$ cat config.mk
export PLATFORM = sky130hd
export DESIGN_NAME = motor_run_sequencer_top_flat
export DESIGN_NICKNAME = d
export VERILOG_FILES = /design/src/mrs_pkg.sv /design/src/mrs_req_if.sv /design/src/mrs_res_if.sv /design/src/mrs_core.sv /design/src/mrs_out_buf.sv /design/src/motor_run_sequencer_top.sv /design/src/flat_wrapper.sv
export SDC_FILE = /design/constraint.sdc
export NUM_CORES = 1
export LEC_CHECK = 0
export BUFFER_PORTS_ARGS = -buffer_cell sky130_fd_sc_hd__buf_2
export CORE_MARGIN = 5
export CORE_UTILIZATION = 45
export DETAILED_ROUTE_END_ITERATION = 10
export SLEW_MARGIN = 10
export SYNTH_ARGS = -nofsm -noshare
export SYNTH_HDL_FRONTEND = slang
export SYNTH_SLANG_ARGS = --single-unit
$ cat constraint.sdc
create_clock -name clk -period 7.4 [get_ports clk]
set_input_delay 0.37 -clock clk [delete_from_list [all_inputs] [get_ports clk]]
set_output_delay 0.37 -clock clk [all_outputs]
set_load 0.1 [all_outputs]
$ cat src/mrs_pkg.sv
// Types, codes and constants of the motor run sequencer.
// No dependencies; every other file but the macros header refers to it by scoped names.
package mrs_pkg;

    localparam int unsigned REQ_W      = 3;
    localparam int unsigned MODE_W     = 2;
    localparam int unsigned LEVEL_W    = 10;
    localparam int unsigned POS_W      = 16;
    localparam int unsigned TICK_W     = 16;
    localparam int unsigned DUTY_W     = 8;
    localparam int unsigned DIR_W      = 2;
    localparam int unsigned SETP_W     = 16;
    localparam int unsigned CFG_IDX_W  = 2;
    localparam int unsigned CFG_DATA_W = 16;

    localparam logic [LEVEL_W-1:0] LEVEL_MAX = 10'd1000;
    localparam int unsigned STEP_SHIFT = 4;

    // level * 255 / 1000 as one multiply by 255 * ceil(2^28 / 1000), then a shift
    localparam int unsigned DUTY_SHIFT = 28;
    localparam int unsigned DUTY_MUL_W = 27;
    localparam int unsigned DUTY_PROD_W = LEVEL_W + DUTY_MUL_W;
    localparam logic [DUTY_MUL_W-1:0] DUTY_MUL = 27'd68451180;

    typedef enum logic [REQ_W-1:0] {
        REQ_TICK  = 3'd0,
        REQ_START = 3'd1,
        REQ_STOP  = 3'd2,
        REQ_ESTOP = 3'd3,
        REQ_APPLY = 3'd4
    } req_type_t;

    typedef enum logic [MODE_W-1:0] {
        MODE_DEFAULT = 2'd0,
        MODE_SPEED   = 2'd1,
        MODE_TIMED   = 2'd2,
        MODE_INVALID = 2'd3
    } mode_t;

    typedef enum logic [DIR_W-1:0] {
        DIR_COAST = 2'd0,
        DIR_FWD   = 2'd1,
        DIR_REV   = 2'd2
    } dir_t;

    typedef enum logic [CFG_IDX_W-1:0] {
        CFG_MODE    = 2'd0,
        CFG_LEVEL   = 2'd1,
        CFG_TARGET  = 2'd2,
        CFG_REVERSE = 2'd3
    } cfg_index_t;

    typedef struct packed {
        logic [MODE_W-1:0] mode;
        logic [SETP_W-1:0] level;
        logic [TICK_W-1:0] target;
        logic              reverse;
    } cfg_t;

    typedef struct packed {
        logic               run_flag;
        logic               active_timed;
        logic [TICK_W-1:0]  active_target;
        logic               active_reverse;
        logic [POS_W-1:0]   pos;
        logic [LEVEL_W-1:0] level;
        logic [TICK_W-1:0]  ticks;
        logic [DUTY_W-1:0]  duty;
        logic [DIR_W-1:0]   dir;
        logic               stby;
    } state_t;

    typedef struct packed {
        logic [POS_W-1:0]   position;
        logic [LEVEL_W-1:0] drive_level;
        logic [TICK_W-1:0]  elapsed;
        logic [DUTY_W-1:0]  pwm_duty;
        logic [DIR_W-1:0]   bridge_dir;
        logic               driver_enable;
        logic               running;
        logic               accepted;
        logic               target_done;
        logic               published;
    } result_t;

endpackage

$ cat src/mrs_req_if.sv
// Request channel of the motor run sequencer: valid, ready and the event fields.
// Depends on mrs_pkg for the field widths.
interface mrs_req_if;
    logic                      valid;
    logic                      ready;
    logic [mrs_pkg::REQ_W-1:0] req_type;
    logic                      sys_running;
    logic                      sys_estopped;

    modport source (output valid, output req_type, output sys_running,
                    output sys_estopped, input ready);
    modport sink   (input valid, input req_type, input sys_running,
                    input sys_estopped, output ready);
endinterface

$ cat src/mrs_res_if.sv
// Result channel of the motor run sequencer: valid, ready and the feedback fields.
// Depends on mrs_pkg for the field widths.
interface mrs_res_if;
    logic                        valid;
    logic                        ready;
    logic [mrs_pkg::POS_W-1:0]   position;
    logic [mrs_pkg::LEVEL_W-1:0] drive_level;
    logic [mrs_pkg::TICK_W-1:0]  elapsed;
    logic [mrs_pkg::DUTY_W-1:0]  pwm_duty;
    logic [mrs_pkg::DIR_W-1:0]   bridge_dir;
    logic                        driver_enable;
    logic                        running;
    logic                        accepted;
    logic                        target_done;
    logic                        published;

    modport source (output valid, output position, output drive_level, output elapsed,
                    output pwm_duty, output bridge_dir, output driver_enable,
                    output running, output accepted, output target_done,
                    output published, input ready);
    modport sink   (input valid, input position, input drive_level, input elapsed,
                    input pwm_duty, input bridge_dir, input driver_enable,
                    input running, input accepted, input target_done,
                    input published, output ready);
endinterface

$ cat src/mrs_core.sv
// Next-state and feedback logic for one request of the motor run sequencer.
// Purely combinational; depends on mrs_pkg.
module mrs_core (
    input  mrs_pkg::state_t            state,
    input  mrs_pkg::cfg_t              cfg,
    input  logic [mrs_pkg::REQ_W-1:0]  req_type,
    input  logic                       sys_running,
    input  logic                       sys_estopped,
    output mrs_pkg::state_t            state_next,
    output mrs_pkg::result_t           result
);

    localparam int unsigned STEP_W = mrs_pkg::LEVEL_W - mrs_pkg::STEP_SHIFT;

    logic                               mode_invalid;
    logic                               apply_timed;
    logic                               apply_ok;
    logic [mrs_pkg::LEVEL_W-1:0]        level_clamped;
    logic [mrs_pkg::DUTY_PROD_W-1:0]    duty_prod;
    logic [mrs_pkg::DUTY_W-1:0]         start_duty;
    logic [STEP_W-1:0]                  step_raw;
    logic [STEP_W-1:0]                  step;
    logic [mrs_pkg::POS_W-1:0]          step_wide;
    logic [mrs_pkg::POS_W-1:0]          pos_fwd;
    logic [mrs_pkg::POS_W-1:0]          pos_rev;
    logic [mrs_pkg::TICK_W-1:0]         ticks_inc;
    logic                               tick_done;
    logic                               accepted;
    logic                               done;
    logic                               published;
    mrs_pkg::state_t                    applied;

    function automatic mrs_pkg::state_t stop_run(mrs_pkg::state_t s);
        mrs_pkg::state_t r;
        r          = s;
        r.run_flag = 1'b0;
        r.stby     = 1'b1;
        r.duty     = '0;
        r.dir      = mrs_pkg::DIR_COAST;
        r.level    = '0;
        return r;
    endfunction

    // Config apply, shared by run start and apply requests
    assign mode_invalid  = (cfg.mode == mrs_pkg::MODE_INVALID);
    assign apply_timed   = (cfg.mode == mrs_pkg::MODE_TIMED);
    assign apply_ok      = !mode_invalid && !(apply_timed && (cfg.target == '0));
    assign level_clamped = (cfg.level > mrs_pkg::SETP_W'(mrs_pkg::LEVEL_MAX))
                         ? mrs_pkg::LEVEL_MAX : cfg.level[mrs_pkg::LEVEL_W-1:0];
    assign duty_prod     = mrs_pkg::DUTY_PROD_W'(level_clamped)
                         * mrs_pkg::DUTY_PROD_W'(mrs_pkg::DUTY_MUL);
    assign start_duty    = duty_prod[mrs_pkg::DUTY_SHIFT +: mrs_pkg::DUTY_W];

    always_comb
    begin
        applied = state;
        if (!mode_invalid)
        begin
            applied.active_timed   = apply_timed;
            applied.active_target  = cfg.target;
            applied.active_reverse = cfg.reverse;
            if (apply_ok)
            begin
                applied.ticks = '0;
                applied.level = level_clamped;
            end
        end
    end

    // Tick arithmetic; a zero step leaves either direction unchanged
    assign step_raw  = state.level[mrs_pkg::LEVEL_W-1:mrs_pkg::STEP_SHIFT];
    assign step      = ((state.level != '0) && (step_raw == '0)) ? STEP_W'(1) : step_raw;
    assign step_wide = mrs_pkg::POS_W'(step);
    assign pos_fwd   = state.pos + step_wide;
    assign pos_rev   = (state.pos > step_wide) ? (state.pos - step_wide) : '0;
    assign ticks_inc = state.ticks + mrs_pkg::TICK_W'(1);
    assign tick_done = state.active_timed && (ticks_inc >= state.active_target);

    always_comb
    begin
        state_next = state;
        accepted   = 1'b0;
        done       = 1'b0;
        published  = 1'b0;
        unique case (req_type)
            mrs_pkg::REQ_TICK:
            begin
                if (state.run_flag)
                begin
                    published = 1'b1;
                    if (!sys_running || sys_estopped)
                    begin
                        state_next = stop_run(state);
                    end
                    else
                    begin
                        state_next.ticks = ticks_inc;
                        state_next.pos   = state.active_reverse ? pos_rev : pos_fwd;
                        if (tick_done)
                        begin
                            state_next = stop_run(state_next);
                            done       = 1'b1;
                        end
                    end
                end
            end
            mrs_pkg::REQ_START:
            begin
                published = 1'b1;
                if (!apply_ok)
                begin
                    state_next = stop_run(applied);
                end
                else
                begin
                    state_next          = applied;
                    state_next.run_flag = 1'b1;
                    state_next.stby     = 1'b1;
                    state_next.dir      = applied.active_reverse ? mrs_pkg::DIR_REV
                                                                 : mrs_pkg::DIR_FWD;
                    state_next.duty     = start_duty;
                    accepted            = 1'b1;
                end
            end
            mrs_pkg::REQ_STOP:
            begin
                published  = 1'b1;
                state_next = stop_run(state);
            end
            mrs_pkg::REQ_ESTOP:
            begin
                published           = 1'b1;
                state_next.run_flag = 1'b0;
                state_next.level    = '0;
                state_next.duty     = '0;
                state_next.dir      = mrs_pkg::DIR_COAST;
                state_next.stby     = 1'b0;
            end
            mrs_pkg::REQ_APPLY:
            begin
                published  = 1'b1;
                state_next = applied;
                accepted   = apply_ok;
            end
            default:
            begin
                state_next = state;
            end
        endcase
    end

    always_comb
    begin
        result.position      = state_next.pos;
        result.drive_level   = state_next.level;
        result.elapsed       = state_next.ticks;
        result.pwm_duty      = state_next.duty;
        result.bridge_dir    = state_next.dir;
        result.driver_enable = state_next.stby;
        result.running       = state_next.run_flag;
        result.accepted      = accepted;
        result.target_done   = done;
        result.published     = published;
    end

endmodule

$ cat src/mrs_out_buf.sv
// Output register with a skid stage for the motor run sequencer result channel.
// Depends on mrs_pkg and mrs_res_if.
module mrs_out_buf (
    input  logic              clk,
    input  logic              rst_n,
    input  logic              push,
    input  mrs_pkg::result_t  push_data,
    output logic              can_push,
    mrs_res_if.source         res
);

    mrs_pkg::result_t main_reg;
    mrs_pkg::result_t skid_reg;
    logic             main_valid_reg;
    logic             skid_valid_reg;
    logic             pop;

    assign pop      = main_valid_reg && res.ready;
    assign can_push = !skid_valid_reg;

    always_ff @(posedge clk or negedge rst_n)
    begin
        if (!rst_n)
        begin
            main_valid_reg <= 1'b0;
            skid_valid_reg <= 1'b0;
        end
        else if (pop)
        begin
            if (skid_valid_reg)
            begin
                skid_valid_reg <= 1'b0;
            end
            else
            begin
                main_valid_reg <= push;
            end
        end
        else if (push)
        begin
            if (main_valid_reg)
            begin
                skid_valid_reg <= 1'b1;
            end
            else
            begin
                main_valid_reg <= 1'b1;
            end
        end
    end

    // Payload: advance skid into main on a pop, otherwise land the new result
    always_ff @(posedge clk)
    begin
        if (pop && skid_valid_reg)
        begin
            main_reg <= skid_reg;
        end
        else if (push && (pop || !main_valid_reg))
        begin
            main_reg <= push_data;
        end
        if (push && main_valid_reg && !pop)
        begin
            skid_reg <= push_data;
        end
    end

    assign res.valid         = main_valid_reg;
    assign res.position      = main_reg.position;
    assign res.drive_level   = main_reg.drive_level;
    assign res.elapsed       = main_reg.elapsed;
    assign res.pwm_duty      = main_reg.pwm_duty;
    assign res.bridge_dir    = main_reg.bridge_dir;
    assign res.driver_enable = main_reg.driver_enable;
    assign res.running       = main_reg.running;
    assign res.accepted      = main_reg.accepted;
    assign res.target_done   = main_reg.target_done;
    assign res.published     = main_reg.published;

endmodule

$ cat src/motor_run_sequencer_top.sv
// Motor run sequencer top level; uses mrs_pkg, mrs_req_if, mrs_res_if, mrs_core, mrs_out_buf.
// Each accepted result is registered in the output register, or in the skid while one waits.
// Throughput: one request per cycle; the two-entry output stage (register plus skid)
// keeps requests flowing while one result waits, ready drops only when both are full.
// Reset (rst_n low, asynchronous): config to speed mode with zero level, target and
// direction; run state idle, coasting with the driver enabled; output stage empty.
module motor_run_sequencer_top (
    input  logic                             clk,
    input  logic                             rst_n,
    mrs_req_if.sink                          req,
    mrs_res_if.source                        res,
    input  logic                             cfg_we,
    input  logic [mrs_pkg::CFG_IDX_W-1:0]    cfg_index,
    input  logic [mrs_pkg::CFG_DATA_W-1:0]   cfg_wdata
);

    // Configuration registers, sampled by run start and apply requests
    mrs_pkg::cfg_t    cfg_reg;

    // Run state carried from one request to the next
    mrs_pkg::state_t  state_reg;
    mrs_pkg::state_t  state_next;

    mrs_pkg::result_t result;
    logic             can_push;
    logic             accept;

    assign req.ready = can_push;
    assign accept    = req.valid && req.ready;

    // Register writes: take the low bits of the data for each register
    always_ff @(posedge clk or negedge rst_n)
    begin
        if (!rst_n)
        begin
            cfg_reg.mode    <= mrs_pkg::MODE_SPEED;
            cfg_reg.level   <= '0;
            cfg_reg.target  <= '0;
            cfg_reg.reverse <= 1'b0;
        end
        else if (cfg_we)
        begin
            unique case (cfg_index)
                mrs_pkg::CFG_MODE:    cfg_reg.mode    <= cfg_wdata[mrs_pkg::MODE_W-1:0];
                mrs_pkg::CFG_LEVEL:   cfg_reg.level   <= cfg_wdata[mrs_pkg::SETP_W-1:0];
                mrs_pkg::CFG_TARGET:  cfg_reg.target  <= cfg_wdata[mrs_pkg::TICK_W-1:0];
                mrs_pkg::CFG_REVERSE: cfg_reg.reverse <= cfg_wdata[0];
                default:              cfg_reg         <= cfg_reg;
            endcase
        end
    end

    // Evaluate the whole event in one pass from the current state
    mrs_core u_core (
        .state        (state_reg),
        .cfg          (cfg_reg),
        .req_type     (req.req_type),
        .sys_running  (req.sys_running),
        .sys_estopped (req.sys_estopped),
        .state_next   (state_next),
        .result       (result)
    );

    // Commit the new state only on an accepted request
    always_ff @(posedge clk or negedge rst_n)
    begin
        if (!rst_n)
        begin
            state_reg.run_flag       <= 1'b0;
            state_reg.active_timed   <= 1'b0;
            state_reg.active_target  <= '0;
            state_reg.active_reverse <= 1'b0;
            state_reg.pos            <= '0;
            state_reg.level          <= '0;
            state_reg.ticks          <= '0;
            state_reg.duty           <= '0;
            state_reg.dir            <= mrs_pkg::DIR_COAST;
            state_reg.stby           <= 1'b1;
        end
        else if (accept)
        begin
            state_reg <= state_next;
        end
    end

    // Hold each result until the consumer takes it
    mrs_out_buf u_out_buf (
        .clk       (clk),
        .rst_n     (rst_n),
        .push      (accept),
        .push_data (result),
        .can_push  (can_push),
        .res       (res)
    );

endmodule

$ cat src/flat_wrapper.sv
// flat-port wrapper written by rule: the top's interface ports become plain ports
module motor_run_sequencer_top_flat 
  (clk, rst_n, cfg_we, cfg_index, cfg_wdata, req_valid, req_req_type, req_sys_running, req_sys_estopped, req_ready, res_valid, res_position, res_drive_level, res_elapsed, res_pwm_duty, res_bridge_dir, res_driver_enable, res_running, res_accepted, res_target_done, res_published, res_ready);
  mrs_req_if req_i ();
  mrs_res_if res_i ();
  input  logic clk;
  input  logic rst_n;
  input  logic cfg_we;
  input  logic [mrs_pkg::CFG_IDX_W-1:0] cfg_index;
  input  logic [mrs_pkg::CFG_DATA_W-1:0] cfg_wdata;
  input wire logic [$bits(req_i.valid)-1:0] req_valid;
  input wire logic [$bits(req_i.req_type)-1:0] req_req_type;
  input wire logic [$bits(req_i.sys_running)-1:0] req_sys_running;
  input wire logic [$bits(req_i.sys_estopped)-1:0] req_sys_estopped;
  output wire logic [$bits(req_i.ready)-1:0] req_ready;
  output wire logic [$bits(res_i.valid)-1:0] res_valid;
  output wire logic [$bits(res_i.position)-1:0] res_position;
  output wire logic [$bits(res_i.drive_level)-1:0] res_drive_level;
  output wire logic [$bits(res_i.elapsed)-1:0] res_elapsed;
  output wire logic [$bits(res_i.pwm_duty)-1:0] res_pwm_duty;
  output wire logic [$bits(res_i.bridge_dir)-1:0] res_bridge_dir;
  output wire logic [$bits(res_i.driver_enable)-1:0] res_driver_enable;
  output wire logic [$bits(res_i.running)-1:0] res_running;
  output wire logic [$bits(res_i.accepted)-1:0] res_accepted;
  output wire logic [$bits(res_i.target_done)-1:0] res_target_done;
  output wire logic [$bits(res_i.published)-1:0] res_published;
  input wire logic [$bits(res_i.ready)-1:0] res_ready;
  assign req_i.valid = req_valid;
  assign req_i.req_type = req_req_type;
  assign req_i.sys_running = req_sys_running;
  assign req_i.sys_estopped = req_sys_estopped;
  assign req_ready = req_i.ready;
  assign res_valid = res_i.valid;
  assign res_position = res_i.position;
  assign res_drive_level = res_i.drive_level;
  assign res_elapsed = res_i.elapsed;
  assign res_pwm_duty = res_i.pwm_duty;
  assign res_bridge_dir = res_i.bridge_dir;
  assign res_driver_enable = res_i.driver_enable;
  assign res_running = res_i.running;
  assign res_accepted = res_i.accepted;
  assign res_target_done = res_i.target_done;
  assign res_published = res_i.published;
  assign res_i.ready = res_ready;
  motor_run_sequencer_top u_core (.clk(clk), .rst_n(rst_n), .req(req_i), .res(res_i), .cfg_we(cfg_we), .cfg_index(cfg_index), .cfg_wdata(cfg_wdata));
endmodule
==> flow_summary.yaml, run 1 <==
run_status:
  status: "finished, final reports clean"
synth:
  yosys.area.top_type: "edfxtp_1"
  synth_top_area_share_pct: 23.2
  ys_types: 81
  syn_area_per_cell_sq_um: 9.99
  seq_area_frac_synth_pct: 41.7
  synth_seq_cells: 223
  synth_ff_type: "edfxtp_1"
  yosysWarningCount: 0
  yosys-top-cells-area: "edfxtp_1 (23%), dfrtp_1 (18%), ha_1 (9.8%)"
  synth.most_common_cell: "inv_1"
  async_flop_share_pct: 48.9
  synthCells: 1476
  ys_top_cells_by_count: "inv_1 (181), nand2_1 (143), ha_1 (115)"
  syn-num-nets: 1674
  syn_area_sq_mm: 0.0147
  synth-edff-count: 114
final_layout:
  final_cell_area_sq_mm: 0.0165
  drive_gt1_share_pct: 14.8
  area_growth_pct: 12.1
  nNetsFinal: 1742
  largest_reg_flops: 72
  fill_cells: 3011
  final_cells: 2006
sta:
  setup_viol: 0
  setup_tns_ps: 0
  min_period_ps: 7000
  relSlewSlack_pct: 15.1
  max_freq_mhz: 143
  rsz0062_at_grt: "false"
  hold_viol_final: 0
  tightest_slew_ps: 1270
  fin_crit_sh_pct: 94.7
  slew_viol_final: 0
  skew_ps: 15.0
clocking:
  cts_tree: "yes"
  postCtsSetupBuffers: 0
  cts_buffers: 26
  clk_latency_ps: 530
  htree_num_levels: 1
  clockRootBuffer: "clkbuf_16"
  cts_sinks: 223
  clk_pin_slew_ps: 60
  clockBufferDepth: 3
grt:
  grt_antenna_before_repair: 0
  grt_pass1_vias: 10600
  grt_pass1_wl_microns: 58900
  grt_max_degree: 82
  track_usage_pct: 20.1
  grt.overflow.total: 0
setup_path:
  start_kind: "register"
  rr_endpoint: "u_core.u_out_buf.res.pwm_duty[2]"
  reg2reg_depth: 23
  rrSetupSlack_ps: 400
  timing.setup.critical_path_class: "reg -> reg"
  cp.required_ps: 7680
  r2r_start: "u_core.cfg_reg[24]"
  cp.arrival_ps: 7290
  critPathMaxFanout: 6
  worst_setup_path_end_kind: "register"
power_and_ir_drop:
  ir_worst_vdd_mv: 0.354
  power.density_mw_per_mm2: 378
  combPwrFrac_pct: 48.4
  internal_power_mw: 3.29
  p_switching_mw: 2.95
  pwr-share-seq_pct: 31.0
  p_clk_share_pct: 20.6
  leakage_nw: 7.50
  netSwitchingFraction_pct: 47.2
placed_design:
  gp_congestion: 0.900
  postPlaceCellArea_sq_mm: 0.0156
  place.detailed.hpwl_microns: 27500
  dp.cells: 1957
  io_buffers: 86
floorplan:
  fp-row-count: 66
  coreArea_sq_mm: 0.0325
  die_w_microns: 191
  die_area_sq_mm: 0.0365
  dieHeight_microns: 191
  io_pins: 87
  start_util_pct: 45.4
hold_path:
  holdPathStages: 2
  hp-start: "res_ready"
  hp-class: "in -> reg"
  min_to: "u_core.u_out_buf.skid_valid_reg"
drt:
  first_pass_iters: 5
  num_vias: 10900
  via_per_inst: 5.45
  drcViolationCount: 0
  wirelength_microns: 36800
  final_antenna_net_count: 0
  wl_per_cell_microns: 18.3
  drt_iter0_drc: 783
job:
  cap_violations: 0
-- cell families after synthesis --
logic type               Yosys count  synth area share, %
flip-flops                       223                 41.7
multiplexers                      75                 5.63
adder cells (fa/ha/maj)          171                 17.3
XOR/XNOR                          25                 1.49
buffers and inverters            243                 6.22
AO/OA/AOI/OAI                    347                 15.2
AND/OR/NAND/NOR                  392                 12.4
-- routing by layer --
layer | up-vias | share of wire [%] | global-route usage, %
met3 | 35 | 4.6 | 2.56
li1 | 5364 | - | -
met5 | - | 0 | 0
met2 | 246 | 45 | 31.8
met4 | 0 | 1.6 | 3.90
met1 | 5295 | 48 | 29.9
-- worst max-delay path by stage --
stage	startpoint	to	slack [ps]
floorplan	u_core.cfg_reg[23]	u_core.u_out_buf.res.pwm_duty[2]	950
global placement	u_core.cfg_reg[24]	u_core.u_out_buf.res.pwm_duty[2]	580
detailed placement	u_core.cfg_reg[24]	u_core.u_out_buf.res.pwm_duty[2]	410
CTS	u_core.cfg_reg[24]	u_core.u_out_buf.res.pwm_duty[2]	400
global route	u_core.cfg_reg[32]	u_core.u_out_buf.res.pwm_duty[2]	90
finish	u_core.cfg_reg[24]	u_core.u_out_buf.res.pwm_duty[2]	400
-- power by group through the flow --
| stage | combinational, mW | sequential (mW) | clock, mW |
|---|---|---|---|
| after detailed placement | 3.01 | 1.96 | 0 |
| final | 3.02 | 1.93 | 1.28 |
| after CTS | 3.03 | 1.94 | 1.32 |
| after floorplan | 1.50 | 2.82 | 0 |
| after global placement | 3.00 | 1.95 | 0 |
| after global routing | 3.29 | 1.97 | 1.37 |
-- per-stage QoR --
step	setup WS, ps	hold slack (ps)	utilization [%]	total power [mW]
6_report	395	89.0	50.9	6.24
5_1_grt	93.6	81.3	50.9	6.63
4_1_cts	405	65.0	50.9	6.28
3_5_place_dp	409	362	48.2	4.97
3_3_place_gp	583	360	48.2	4.95
2_1_floorplan	950	74.4	-	4.31
-- cells in the final DEF, fill, tap and decap left out, types with 63 or more instances in the layout --
cell type / n
a21oi_1: 84
buf_2: 85
dfrtp_1: 107
edfxtp_1: 114
ha_1: 115
inv_1: 181
mux2_2: 63
nand2_1: 142
nor2_1: 99
o21ai_0: 101
-- worst max-delay path: stages (launching register included) --
cell and delay (ps):
dfrtp_1 440, nand2_1 130, or3_1 460, nor2_1 220
or3_1 350, inv_1 160, fa_1 550, inv_1 80
fa_1 500, inv_1 50, fa_1 480, inv_1 60
fa_1 540, inv_1 60, fa_1 490, inv_1 40
ha_1 330, inv_1 70, or3_1 360, a2111o_1 460
a21boi_2 250, o21ai_1 110, a32o_1 300, mux2_2 260
-- cell type report --
class,count,area [sq um],area share (%)
repair buffers,102,556,3.36
inverters,181,679,4.11
multi-input cells,1010,7700,46.6
flip-flops and latches,223,6150,37.2
clock buffers,38,810,4.90
diodes,1,2.50,0.0151
well taps,442,553,3.35
clock inverters,9,63.8,0.386
-- what timing repair did --
action                                  CTS  global route
endpoints found under the setup margin    0             1
hold endpoints to repair                 27             0
hold buffers                              1             0
resized for setup                         0             1
(Power assumes the default switching activity.)
==> run 2, diff against run 1 <==
--- a/config.mk
+++ b/config.mk
@@ -7,8 +7,9 @@
 export LEC_CHECK = 0
 export BUFFER_PORTS_ARGS = -buffer_cell sky130_fd_sc_hd__buf_2
 export CORE_MARGIN = 5
-export CORE_UTILIZATION = 45
+export CORE_UTILIZATION = 62
 export DETAILED_ROUTE_END_ITERATION = 10
+export PLACE_DENSITY = 0.81
 export SLEW_MARGIN = 10
 export SYNTH_ARGS = -nofsm -noshare
 export SYNTH_HDL_FRONTEND = slang
==> run 2 against run 1 <==
Total power fell by 1.5%; count of clock-buffer cells in the layout decreased by 5; critical endpoint is now u_core.u_out_buf.res.pwm_duty[7]; worst hold slack lost 7.1 ps; global-route usage rose by 6.6 points; final cell count decreased by 6.3%; clock power decreased by 7%; cell area fell by 1.6%; utilization rose by 18 points; critical path type unchanged; combinational power about the same; setup slack lost 7.2 ps.
==> flow_summary.yaml, run 2 (synthesis gave the netlist of run 1 again) <==
job:
  cap_violations: 0
power_and_ir_drop:
  leakage_nw: 7.45
  ir_worst_vdd_mv: 0.320
  power.density_mw_per_mm2: 378
setup_path:
  r2r_start: "u_core.cfg_reg[23]"
  critPathSlowestCell: "dfrtp_1"
  crit_end: "u_core.u_out_buf.res.pwm_duty[7]"
  cp.arrival_ps: 7280
  cp_slowest_stage_delay_ps: 580
  crit_path_start: "u_core.cfg_reg[23]"
  cp.required_ps: 7670
  worst_setup_path_end_kind: "register"
  start_kind: "register"
  rr_endpoint: "u_core.u_out_buf.res.pwm_duty[7]"
  path_cells: "nand2_1 -> or3_1 -> nor2_1 -> nor2_1 -> and2_1 -> ha_1 -> inv_1 -> fa_1 -> inv_1 -> fa_1 -> fa_1 -> inv_1 -> fa_1 -> inv_1 -> ha_1 -> a211oi_1 -> nand2_1 -> a311oi_1 -> o41ai_1 -> a211oi_1 -> xnor2_1 -> o2bb2ai_1 -> mux2_2"
  critPathMaxFanout: 9
  rrSetupSlack_ps: 390
  timing.setup.critical_path_class: "reg -> reg"
  crit_buf_inv: 4
  path_depth: 23
  path_delay_family: "adder cells"
  reg2reg_depth: 23
clocking:
  clockBufferDepth: 3
  clockRootBuffer: "clkbuf_16"
  clk_latency_ps: 530
  htree_num_levels: 1
  clk_pin_slew_ps: 60
  cts_sinks: 223
  cts_buffers: 24
  postCtsSetupBuffers: 0
  cts_tree: "yes"
final_layout:
  largest_reg_flops: 72
  nNetsFinal: 1739
  drive_gt1_share_pct: 14.2
  final_common_cell: "inv_1"
  fill_cells: 1781
  final_cell_mix: "inv_1 (181), nand2_1 (142), ha_1 (115), edfxtp_1 (114), dfrtp_1 (107)"
  area_growth_pct: 10.3
  multi_input_area_sq_mm: 0.00770
  final_cells: 1879
  seq_area_sq_mm: 0.00615
sta:
  setup_viol: 0
  skew_ps: 15.5
  relSlewSlack_pct: 15.4
  setup_tns_ps: 0
  min_period_ps: 7010
  hold_viol_final: 0
  rsz0062_at_grt: "false"
  slew_viol_final: 0
  max_freq_mhz: 143
  tightest_slew_ps: 1260
  fin_crit_sh_pct: 94.8
grt:
  track_usage_pct: 26.7
  grt_max_degree: 84
  grt_pass1_wl_microns: 57700
  grt.overflow.total: 0
  grt_pass1_vias: 11100
  grt_antenna_before_repair: 0
floorplan:
  io_pins: 87
  dieHeight_microns: 164
  start_util_pct: 62.8
  die_w_microns: 164
  coreArea_sq_mm: 0.0235
  fp-row-count: 56
  die_area_sq_mm: 0.0270
drt:
  num_vias: 11300
  drt_iter0_drc: 889
  drcViolationCount: 0
  wirelength_microns: 35600
  wl_per_cell_microns: 18.9
  final_antenna_net_count: 0
  first_pass_iters: 5
  via_per_inst: 6.03
placed_design:
  gp_congestion: 0.955
  place.detailed.hpwl_microns: 26400
  dp.cells: 1833
  io_buffers: 86
hold_path:
  hp-class: "in -> reg"
run_status:
  status: "finished, final reports clean"
## run 2: cell count changes in the layout (fill, tap and decap cells not counted), sizes merged
cell,change
clkinvlp,-1
clkbuf,-5
buf,-1
bufinv,+2
clkinv,+1
## run 2: worst reg2reg max path, cell delays in order (launching register included)
cell and delay [ps]:
dfrtp_1 580, nand2_1 80, or3_1 470, nor2_1 230
nor2_1 140, and2_1 210, ha_1 370, inv_1 70
fa_1 550, inv_1 80, fa_1 510, fa_1 570
inv_1 60, fa_1 500, inv_1 50, ha_1 350
a211oi_1 330, nand2_1 130, a311oi_1 370, o41ai_1 160
a211oi_1 360, xnor2_1 190, o2bb2ai_1 120, mux2_2 290
## run 2: layer usage
| metal | vias to the layer above | track usage [%] | wire, microns |
|---|---|---|---|
| li1 | 5358 | - | - |
| met1 | 5475 | 38.4 | 15800 |
| met3 | 81 | 4.22 | 2590 |
| met2 | 419 | 42.6 | 16300 |
| met4 | 0 | 7.01 | 911 |
| met5 | - | 0 | 0 |
## run 2: area by class of cell
class | instances | share of cell area, %
Antenna cell | 1 | 0.0154
Multi-Input combinational cell | 1010 | 47.3
Timing Repair Buffer | 101 | 3.37
Clock buffer | 33 | 4.02
Sequential cell | 223 | 37.8
Clock inverter | 11 | 0.762
Inverter | 181 | 4.18
Tap cell | 319 | 2.45
## run 2: timing repair
action,in CTS,in global routing
hold buffers,1,0
endpoints found under the hold margin,26,0
setup endpoints to repair,0,1
resized for setup,0,2
## run 2: per-stage QoR
stage | worst slack, ps | cell area (sq um) | util (%) | power, mW | hold slack [ps]
2_1_floorplan | 950 | 14700 | - | 4.31 | 74.4
3_3_place_gp | 523 | 15500 | 65.9 | 4.88 | 331
3_5_place_dp | 420 | 15500 | 65.9 | 4.94 | 330
4_1_cts | 369 | 16200 | 69.2 | 6.15 | 67.8
5_1_grt | 1.97 | 16300 | 69.3 | 6.51 | 89.4
6_report | 388 | 16300 | 69.3 | 6.15 | 81.9
## run 2: how the worst min path moves through the flow
stage | start | to | slack [ps] | cells after the start
2_1_floorplan | rst_n | u_core.cfg_reg[0] | 70 | 0
3_3_place_gp | rst_n | u_core.u_out_buf.res.valid | 330 | 1
3_5_place_dp | rst_n | u_core.u_out_buf.res.valid | 330 | 1
4_1_cts | res_ready | u_core.u_out_buf.skid_valid_reg | 70 | 2
5_1_grt | res_ready | u_core.u_out_buf.skid_valid_reg | 90 | 2
6_report | res_ready | u_core.u_out_buf.skid_valid_reg | 80 | 2
## run 2: power breakdown
group          total [mW]  leakage [nW]  internal [mW]  switching, mW
Combinational        3.03          4.63          0.816           2.22
Clock                1.19         0.379          0.692          0.493
Sequential           1.93          2.43           1.71          0.213
==> run 3, diff against run 2 <==
--- a/config.mk
+++ b/config.mk
@@ -10,6 +10,7 @@
 export CORE_UTILIZATION = 62
 export DETAILED_ROUTE_END_ITERATION = 10
 export PLACE_DENSITY = 0.81
+export REMOVE_ABC_BUFFERS = 1
 export SLEW_MARGIN = 10
 export SYNTH_ARGS = -nofsm -noshare
 export SYNTH_HDL_FRONTEND = slang
==> run 3 against run 2 <==
Critical path depth is 1 lower; routed wire length hardly changed; final cell count hardly changed; clock power hardly changed; largest cell class unchanged; register-to-register slack better by 30 ps; first-iteration DRC count is 2.2% lower; critical endpoint is now u_core.u_out_buf.res.pwm_duty[2]; maximum frequency is 0.44% higher.
==> flow_summary.yaml, run 3 (synthesis gave the netlist of run 1 again) <==
run_status:
  status: "finished, final reports clean"
placed_design:
  dp.cells: 1834
  io_buffers: 86
  postPlaceCellArea_sq_mm: 0.0155
  place.detailed.hpwl_microns: 26300
  gp_congestion: 0.950
setup_path:
  timing.setup.critical_path_class: "reg -> reg"
  path_delay_family: "adder cells"
  start_kind: "register"
  rrSetupSlack_ps: 420
  critPathMaxFanout: 9
  path_cells: "nand2_1 -> or3_1 -> nor2_1 -> nor2_1 -> nand2_1 -> inv_1 -> ha_1 -> fa_1 -> fa_1 -> fa_1 -> inv_1 -> fa_1 -> inv_1 -> ha_1 -> nand4_1 -> a21oi_1 -> a2111oi_0 -> a2111o_1 -> a21boi_2 -> or3_1 -> a32o_1 -> mux2_2"
  rr_endpoint: "u_core.u_out_buf.res.pwm_duty[2]"
  r2r_start: "u_core.cfg_reg[23]"
  cp_common_cell: "fa_1"
  critPathSlowestCell: "fa_1"
  crit_buf_inv: 3
  worst_setup_path_end_kind: "register"
  cp.arrival_ps: 7250
  cp.required_ps: 7670
  reg2reg_depth: 22
  cp_slowest_stage_delay_ps: 620
power_and_ir_drop:
  power.density_mw_per_mm2: 379
  leakage_nw: 7.46
  ir_worst_vdd_mv: 0.382
drt:
  first_pass_iters: 5
  via_per_inst: 5.95
  wl_per_cell_microns: 18.9
  wirelength_microns: 35500
  drt_iter0_drc: 869
  drcViolationCount: 0
  final_antenna_net_count: 0
  num_vias: 11200
clocking:
  clk_latency_ps: 510
  cts_sinks: 223
  cts_tree: "yes"
  clockBufferDepth: 3
  cts_buffers: 23
  clk_pin_slew_ps: 70
  htree_num_levels: 1
  clockRootBuffer: "clkbuf_16"
hold_path:
  hp-start: "res_ready"
  holdPathStages: 2
  hp-class: "in -> reg"
  min_to: "u_core.u_out_buf.skid_valid_reg"
sta:
  holdWs_ps: 99.4
  tightest_slew_ps: 1050
  skew_ps: 20.0
  setup_tns_ps: 0
  hold_viol_final: 0
  fin_crit_sh_pct: 94.3
  relSlewSlack_pct: 29.8
  setup_viol: 0
  max_freq_mhz: 143
  min_period_ps: 6980
  slew_viol_final: 0
  rsz0062_at_grt: "false"
grt:
  grt_pass1_wl_microns: 57500
  grt.overflow.total: 0
  grt_pass1_vias: 11000
  track_usage_pct: 26.6
  grt_antenna_before_repair: 0
  grt_max_degree: 80
floorplan:
  io_pins: 87
  coreArea_sq_mm: 0.0235
  die_area_sq_mm: 0.0270
  dieHeight_microns: 164
  fp-row-count: 56
  start_util_pct: 62.8
  die_w_microns: 164
final_layout:
  area_growth_pct: 10.4
  diodes: 0
  final_cell_area_sq_mm: 0.0163
  final_cell_mix: "inv_1 (181), nand2_1 (142), ha_1 (115), edfxtp_1 (114), dfrtp_1 (107)"
  final_common_cell: "inv_1"
  largest_reg_flops: 72
  nNetsFinal: 1740
  fill_cells: 1780
  drive_gt1_share_pct: 14.4
  final_cells: 1878
job:
  cap_violations: 0
## run 3: worst reg2reg max path: stages (launching register included)
cell and delay (ps):
dfrtp_1 580, nand2_1 80, or3_1 490, nor2_1 230, nor2_1 140, nand2_1 130, inv_1 120, ha_1 360
fa_1 620, fa_1 470, fa_1 550, inv_1 50, fa_1 490, inv_1 40, ha_1 340, nand4_1 110
a21oi_1 50, a2111oi_0 570, a2111o_1 340, a21boi_2 100, or3_1 320, a32o_1 300, mux2_2 270
## run 3: repair_timing
action                                 CTS  global route
buffers inserted                         0             0
setup endpoints to repair                0             0
hold buffers                             1             0
resized for setup                        0             0
endpoints found under the hold margin   29             0
## run 3: how the worst max path moves through the flow
stage	slack, ps	cells after the start	endpoint	start
floorplan	930	23	u_core.u_out_buf.res.pwm_duty[2]	u_core.cfg_reg[23]
global placement	600	22	u_core.u_out_buf.res.pwm_duty[2]	u_core.cfg_reg[23]
detailed placement	530	23	u_core.u_out_buf.res.pwm_duty[2]	u_core.cfg_reg[23]
CTS	480	22	u_core.u_out_buf.res.pwm_duty[2]	u_core.cfg_reg[23]
global route	90	23	u_core.u_out_buf.res.pwm_duty[2]	u_core.cfg_reg[31]
finish	420	22	u_core.u_out_buf.res.pwm_duty[2]	u_core.cfg_reg[23]
## run 3: report_power, final
part / leakage (nW) / internal, mW / switching [mW]
Clock: 0.387 / 0.718 / 0.475
Sequential: 2.43 / 1.72 / 0.193
Combinational: 4.64 / 0.821 / 2.25
## run 3: metal layers
metal,GRT usage [%],share of wire [%],up-vias
li1,-,-,5368
met1,36.3,42,5419
met2,47.0,51,330
met3,2.16,4.8,59
met4,5.64,2.0,0
met5,0,0,-
## run 3: layout make-up
cell class	instances	area (sq um)	share of cell area [%]
Clock inverter	7	90.1	0.554
Sequential cell	223	6150	37.8
Clock buffer	35	693	4.26
Inverter	181	679	4.18
Multi-Input combinational cell	1010	7690	47.3
Tap cell	319	399	2.45
Timing Repair Buffer	103	563	3.46
## run 3: metrics by stage
step	util (%)	setup slack [ps]	power, mW
finish	69.3	419	6.17
global route	69.3	86.3	6.55
CTS	69.3	483	6.18
detailed placement	65.9	532	4.98
global placement	65.9	597	4.93
floorplan	-	931	4.28
